## src/closest_point_on_triangle_defines.svh

```systemverilog
// Assertion macros for the closest-point RTL.
// Depends on nothing; included by cpt_blend, the module that carries checks.
`ifndef CLOSEST_POINT_ON_TRIANGLE_DEFINES_SVH
`define CLOSEST_POINT_ON_TRIANGLE_DEFINES_SVH

// Same-cycle implication, quiet during reset.
`define CPT_ASSERT_IMP(name, clk_i, rst_ni, ante, cons) \
  name: assert property (@(posedge clk_i) disable iff (!rst_ni) (ante) |-> (cons)) \
    else $error("closest point: same-cycle check failed");

// Next-cycle implication, quiet during reset.
`define CPT_ASSERT_NXT(name, clk_i, rst_ni, ante, cons) \
  name: assert property (@(posedge clk_i) disable iff (!rst_ni) (ante) |=> (cons)) \
    else $error("closest point: next-cycle check failed");

`endif

```

## src/cpt_pkg.sv

```systemverilog
// Shared types and codes for the closest-point-on-triangle pipeline.
// No dependencies; used by every module of the block.
`timescale 1ns / 1ps
`default_nettype none

package cpt_pkg;

  localparam int FIELD_W    = 16;
  localparam int IN_FIELDS  = 12;
  localparam int IN_DATA_W  = FIELD_W * IN_FIELDS;
  localparam int OUT_DATA_W = 3 * FIELD_W;
  localparam int OUT_USER_W = 4;

  // Region numbering
  localparam logic [2:0] REG_INTERIOR = 3'd0;
  localparam logic [2:0] REG_EDGE_ST  = 3'd1;  // s + t = 1
  localparam logic [2:0] REG_EDGE_S0  = 3'd2;  // s = 0
  localparam logic [2:0] REG_EDGE_T0  = 3'd3;  // t = 0
  localparam logic [2:0] REG_VERT_S   = 3'd4;
  localparam logic [2:0] REG_VERT_0   = 3'd5;
  localparam logic [2:0] REG_VERT_T   = 3'd6;

  // Divider lanes
  localparam int LANE_S = 0;
  localparam int LANE_T = 1;

  // Quotient classes decided before the iterations
  localparam logic [1:0] CLS_ZERO = 2'd0;
  localparam logic [1:0] CLS_ONE  = 2'd1;
  localparam logic [1:0] CLS_DIV  = 2'd2;

  typedef struct packed {
    logic [2:0] region;
    logic [1:0] en;      // lane needs a quotient
    logic       s_comp;  // s = 1 - t
    logic       t_comp;  // t = 1 - s
    logic       degen;
  } cpt_ctrl_t;

endpackage

`default_nettype wire

```

## src/cpt_blend.sv

```systemverilog
// Back of the pipeline: weight rounding, edge blend, rounding and saturation.
// Depends on cpt_pkg and the assertion macro header.
`timescale 1ns / 1ps
`default_nettype none
`include "closest_point_on_triangle_defines.svh"

module cpt_blend #(
  parameter int COORD_WIDTH      = 16,
  parameter int WEIGHT_FRAC_BITS = 16,
  localparam int W      = COORD_WIDTH,
  localparam int F      = WEIGHT_FRAC_BITS,
  localparam int E      = W + 1,
  localparam int SIDE_W = 3 * (W + 2 * E)
) (
  input  wire                          clk,
  input  wire                          rst_n,
  input  wire                          in_valid,
  output logic                         in_ready,
  input  cpt_pkg::cpt_ctrl_t           in_ctrl,
  input  wire [F:0]                    in_q [2],
  input  wire [1:0]                    in_cls [2],
  input  wire [SIDE_W-1:0]             in_side,
  output logic                         out_valid,
  input  wire                          out_ready,
  output logic [cpt_pkg::FIELD_W-1:0]  out_near [3],
  output logic [2:0]                   out_region,
  output logic                         out_degen
);

  localparam int N  = 3;
  localparam int MW = E + F + 2;
  localparam int SW = W + F + 3;
  localparam logic [F:0]          WONE   = {1'b1, {F{1'b0}}};
  localparam logic signed [SW-1:0] HALF  = SW'({1'b1, {(F-1){1'b0}}});
  localparam logic signed [W+2:0] SAT_HI = {4'b0000, {(W-1){1'b1}}};
  localparam logic signed [W+2:0] SAT_LO = {4'b1111, {(W-1){1'b0}}};

  logic [N-1:0] v_r;
  logic [N:0]   rdy;
  logic [N-1:0] vin;

  always_comb begin
    rdy[N] = out_ready;
    for (int s = N - 1; s >= 0; s--) rdy[s] = !v_r[s] || rdy[s+1];
  end

  assign vin = {v_r[N-2:0], in_valid};

  always_ff @(posedge clk) begin
    if (!rst_n) begin
      v_r <= '0;
    end else begin
      for (int s = 0; s < N; s++) if (rdy[s]) v_r[s] <= vin[s];
    end
  end

  // round each quotient, then form the complement weights
  logic [F:0]   w [2];
  logic [F+1:0] qp [2];
  logic [F:0]   s_nxt, t_nxt;

  always_comb begin
    for (int l = 0; l < 2; l++) begin
      qp[l] = {1'b0, in_q[l]} + (F+2)'(1);
      case (in_cls[l])
        cpt_pkg::CLS_ONE: w[l] = WONE;
        cpt_pkg::CLS_DIV: w[l] = (qp[l][F+1:1] > WONE) ? WONE : qp[l][F+1:1];
        default:          w[l] = '0;
      endcase
    end
    s_nxt = in_ctrl.s_comp ? WONE - w[cpt_pkg::LANE_T] : w[cpt_pkg::LANE_S];
    t_nxt = in_ctrl.t_comp ? WONE - w[cpt_pkg::LANE_S] : w[cpt_pkg::LANE_T];
  end

  logic [F:0]               s_r, t_r;
  cpt_pkg::cpt_ctrl_t       ctrl0_r;
  logic [SIDE_W-1:0]        side0_r;
  logic signed [W-1:0]      p0 [3];
  logic signed [E-1:0]      e0 [3], e1 [3];

  always_comb begin
    for (int i = 0; i < 3; i++) begin
      p0[i] = side0_r[i*(W+2*E) +: W];
      e0[i] = side0_r[i*(W+2*E)+W +: E];
      e1[i] = side0_r[i*(W+2*E)+W+E +: E];
    end
  end

  logic signed [W+F-1:0]    base_r [3];
  logic signed [MW-1:0]     m0_r [3], m1_r [3];
  logic [2:0]               region1_r, region2_r;
  logic                     degen1_r, degen2_r;
  logic [cpt_pkg::FIELD_W-1:0] near_r [3];

  // sum, floor shift and saturate
  logic signed [SW-1:0]     acc [3];
  logic signed [W+2:0]      qv [3];
  logic signed [W-1:0]      sat [3];
  logic signed [W+15:0]     ext [3];

  always_comb begin
    for (int i = 0; i < 3; i++) begin
      acc[i] = SW'(base_r[i]) + SW'(m0_r[i]) + SW'(m1_r[i]) + HALF;
      qv[i]  = acc[i][SW-1:F];
      if (qv[i] > SAT_HI)      sat[i] = SAT_HI[W-1:0];
      else if (qv[i] < SAT_LO) sat[i] = SAT_LO[W-1:0];
      else                     sat[i] = qv[i][W-1:0];
      ext[i] = (W+16)'(sat[i]);
    end
  end

  always_ff @(posedge clk) begin
    if (rdy[0]) begin
      s_r     <= s_nxt;
      t_r     <= t_nxt;
      ctrl0_r <= in_ctrl;
      side0_r <= in_side;
    end
    if (rdy[1]) begin
      for (int i = 0; i < 3; i++) begin
        base_r[i] <= (W+F)'(p0[i]) <<< F;
        m0_r[i]   <= MW'(e0[i]) * MW'(signed'({1'b0, s_r}));
        m1_r[i]   <= MW'(e1[i]) * MW'(signed'({1'b0, t_r}));
      end
      region1_r <= ctrl0_r.region;
      degen1_r  <= ctrl0_r.degen;
    end
    if (rdy[2]) begin
      for (int i = 0; i < 3; i++) near_r[i] <= ext[i][15:0];
      region2_r <= region1_r;
      degen2_r  <= degen1_r;
    end
  end

  assign in_ready   = rdy[0];
  assign out_valid  = v_r[N-1];
  assign out_near   = near_r;
  assign out_region = region2_r;
  assign out_degen  = degen2_r;

  `CPT_ASSERT_IMP(a_edge_s0_weight, clk, rst_n, v_r[0] && ctrl0_r.region == cpt_pkg::REG_EDGE_S0, s_r == '0)
  `CPT_ASSERT_IMP(a_edge_t0_weight, clk, rst_n, v_r[0] && ctrl0_r.region == cpt_pkg::REG_EDGE_T0, t_r == '0)
  `CPT_ASSERT_IMP(a_edge_st_sum, clk, rst_n, v_r[0] && ctrl0_r.region == cpt_pkg::REG_EDGE_ST, ((F+2)'(s_r) + (F+2)'(t_r)) == (F+2)'(WONE))
  `CPT_ASSERT_NXT(a_blend_advance, clk, rst_n, v_r[1] && rdy[2], v_r[2])

endmodule

`default_nettype wire

```

## config.mk

```make
export PLATFORM = sky130hd
export DESIGN_NAME = cpt_blend
export DESIGN_NICKNAME = d
export VERILOG_FILES = /design/src/cpt_pkg.sv /design/src/cpt_blend.sv
export VERILOG_INCLUDE_DIRS = /design/src /design/src/src
export SDC_FILE = /design/constraint.sdc
export NUM_CORES = 2
export LEC_CHECK = 0
export BUFFER_PORTS_ARGS = -buffer_cell sky130_fd_sc_hd__buf_2
export CORE_UTILIZATION = 45
export CTS_CLUSTER_DIAMETER = 40
export DETAILED_ROUTE_END_ITERATION = 12
export SKIP_LAST_GASP = 1
export SYNTH_ARGS = -nofsm -noshare
export SYNTH_HDL_FRONTEND = slang
export SYNTH_SLANG_ARGS = --single-unit
```

## constraint.sdc

```tcl
create_clock -name clk -period 10.5 [get_ports clk]
set_clock_uncertainty 0.2 [all_clocks]
set_input_delay 1.05 -clock clk [delete_from_list [all_inputs] [get_ports clk]]
set_output_delay 1.05 -clock clk [all_outputs]
set_load 0.01 [all_outputs]
```

==> run_results.csv <==
group,metric,value,unit
logic_synthesis,synth_top_area_share,34.2,%
setup_path,critical_path_required,10820,ps
layout,area_delta_synth_final,8.47,%
layout,final_core_util,49.1,%
timing,setup-violations-final,0,
logic_synthesis,yosysMostFrequentCell,"inv_1",
floorplan,ioPinCount,254,
outcome,status,"finished clean",
clocking,cts_tree,"yes",
layout,multi_input_area,59200,um^2
floorplan,row_count,156,
drt,num_vias,56800,
drt,wl,213000,um
logic_synthesis,synth_top_area_cell,"fa_1",
clocking,clk_pin_slew,50,ps
timing,setup_tns,0,ps
global_route,grt_use_total,24.0,%
setup_path,critPathSlowestCell,"edfxtp_1",
place,place_hpwl,165000,um
timing,maxSlewHeadroom,19.4,%
setup_path,setup.worst_path.end_class,"register",
layout,final_nets,10900,
drt,drtIter0Drc,2735,
timing,rsz0062_at_grt,"no",
global_route,grt_max_degree,139,
floorplan,dieHeight,428,um
timing,slew_violations,0,
logic_synthesis,yosys_warnings,0,
timing,finalCritPeriodShare,76.7,%
clocking,clk_latency,750,ps
clocking,cts-resized-gates,0,
logic_synthesis,synth_seq_area_share,18.5,%
logic_synthesis,synth_common_cells,"inv_1, fa_1, nand2_1",
setup_path,critPathTopFamily,"adder cells",
clocking,cts_buffer_depth,3,
layout,regArea,15100,um^2
logic_synthesis,synth_area,81800,um^2
floorplan,die-area,184000,um^2
place,place_congestion,0.884,
global_route,grt_pass1_vias,62200,
setup_path,crit_chain,"buf_4, nand2_1, fa_1, inv_1, fa_1, fa_1, fa_1, fa_1, inv_1, fa_1, inv_1, ha_1, a21o_1, a21o_1, a21o_1, a221oi_1, nand3b_1, o211ai_1, a211oi_1, o21ai_0, a31oi_1, xnor2_1",
layout,fillCellCount,16700,
setup_path,path_class,"reg -> reg",
pwr,leakage,44.4,nW
timing,hold_viol_final,0,
layout,layout-drive-gt1-share,6.59,%
drt,routedWlPerCell,19.7,um
timing,post-route-min-period,8060,ps
logic_synthesis,synth.distinct_cells,97,
clocking,htreeDepth,3,
global_route,antenna_found_initial,38,
place,io_buffers,251,
clocking,cts-hold-fix-buffers,0,
logic_synthesis,async_flop_share,0,%
logic_synthesis,synthTopCellsByArea,"fa_1, edfxtp_1, ha_1",
global_route,grt_pass1_wl,343000,um
timing,fmax,0.124,GHz
drt,drcViolationCount,0,
flow_run,maxCapViolCount,0,
timing,tightest_slew,1180,ps
drt,drt_first_pass_iters,7,
floorplan,die_x,428,um
clocking,cts_root_buf,"clkbuf_16",
logic_synthesis,syn_avg_cell_area,9.91,um^2
pwr,ir_drop,0.000268,V
logic_synthesis,syn-num-nets,10800,
logic_synthesis,synthFlopType,"edfxtp_1",
setup_path,crit_fanout,34,
logic_synthesis,syn_inst,8257,
logic_synthesis,synth_edf_count,502,
clocking,post_cts_buffers,0,
floorplan,core,181000,um^2
floorplan,start_util,45.3,%
pwr,power.density,264,nW/um^2
min_path,min-delay-path-class,"reg -> reg",
setup_path,start_kind,"register",
setup_path,cpMostUsedCell,"fa_1",
drt,ant_nets,0,
clocking,cts_made_buffers,99,
setup_path,critPathMaxStageDelay,910,ps
logic_synthesis,ys_ff_latch,505,
drt,via_per_inst,5.25,
setup_path,cp_num_buf_inv,4,
clocking,numClockSinks,505,
setup_path,arrival,8370,ps
global_route,overflow,0,
where the power goes:
group | switching, mW | internal, mW
Clock | 1.25 | 2.00
Combinational | 9.41 | 6.73
Sequential | 0.571 | 3.49
Total | 11.2 | 12.2
through the flow:
stage          instances  power, mW  cell area, um^2  hold slack [ps]  setup WS, ps
6_report           10800       23.4            88800              216          2440
3_5_place_dp       10600       20.3            85300              205          2440
2_1_floorplan       8257       15.7            81800              200          2730
4_1_cts            10800       23.8            88700              201          2430
3_3_place_gp       10600       20.1            85300              202          2480
5_1_grt            10800       25.8            88800              224          1900
final cells by class:
type	instances	share of cell area, %
antenna	19	0.0536
inverter	1668	7.05
sequential	505	17.1
timing repair buffer	304	1.95
multi-input combinational	5760	66.7
clock buffer	99	2.79
tap	2370	3.34
clock inverter	85	1.09
cell families after synthesis:
family / synth area share, %
XOR/XNOR: 2.88
AO/OA/AOI/OAI: 6.01
adder cells (fa/ha/maj): 48.2
flip-flops: 18.5
buffers and inverters: 9.21
AND/OR/NAND/NOR: 15.0
multiplexers: 0.138
per-layer routing:
layer	wire length (um)	up-vias	global-route usage, %
met2	109000	1324	42.7
met4	10200	20	11.2
met1	84800	29100	28.7
met5	128	-	0
li1	-	25900	-
met3	8910	405	3.07
sequential cells by signal, indices dropped and copies added, names as in the netlist:
signal,cells
degen1_r,1
m0_r,105
out_region,3
t_r,17
base_r,48
s_r,17
v_r,3
ctrl0_r,4
m1_r,105
region1_r,3
side0_r,150
out_degen,1
out_near,48
placed cells by master (no fill, tap or decap), types with 47 or more instances in the layout:
cell type,Yosys,layout
o21ai_0,116,116
fa_1,1398,1398
inv_1,1664,1663
clkbuf_16,0,99
and2_1,885,885
buf_2,8,251
ha_1,917,917
nand2b_1,81,81
xor2_1,89,89
nor3_1,52,52
buf_4,4,47
nand3_1,86,85
a21oi_1,201,201
xnor2_1,180,180
edfxtp_1,502,502
nand2_1,920,919
a21o_1,124,124
nor2_1,226,226
path summary, 6_finish.rpt:
kind	start	to	slack [ps]	cells after the start
setup reg to reg	t_r[6]	m1_r[0][34]	2440	22
setup / recovery	t_r[6]	m1_r[0][34]	2440	22
hold reg to reg	side0_r[114]	base_r[0][46]	220	0
hold / removal	side0_r[114]	base_r[0][46]	220	0
Note: power is estimated with default switching activity, not from simulation.
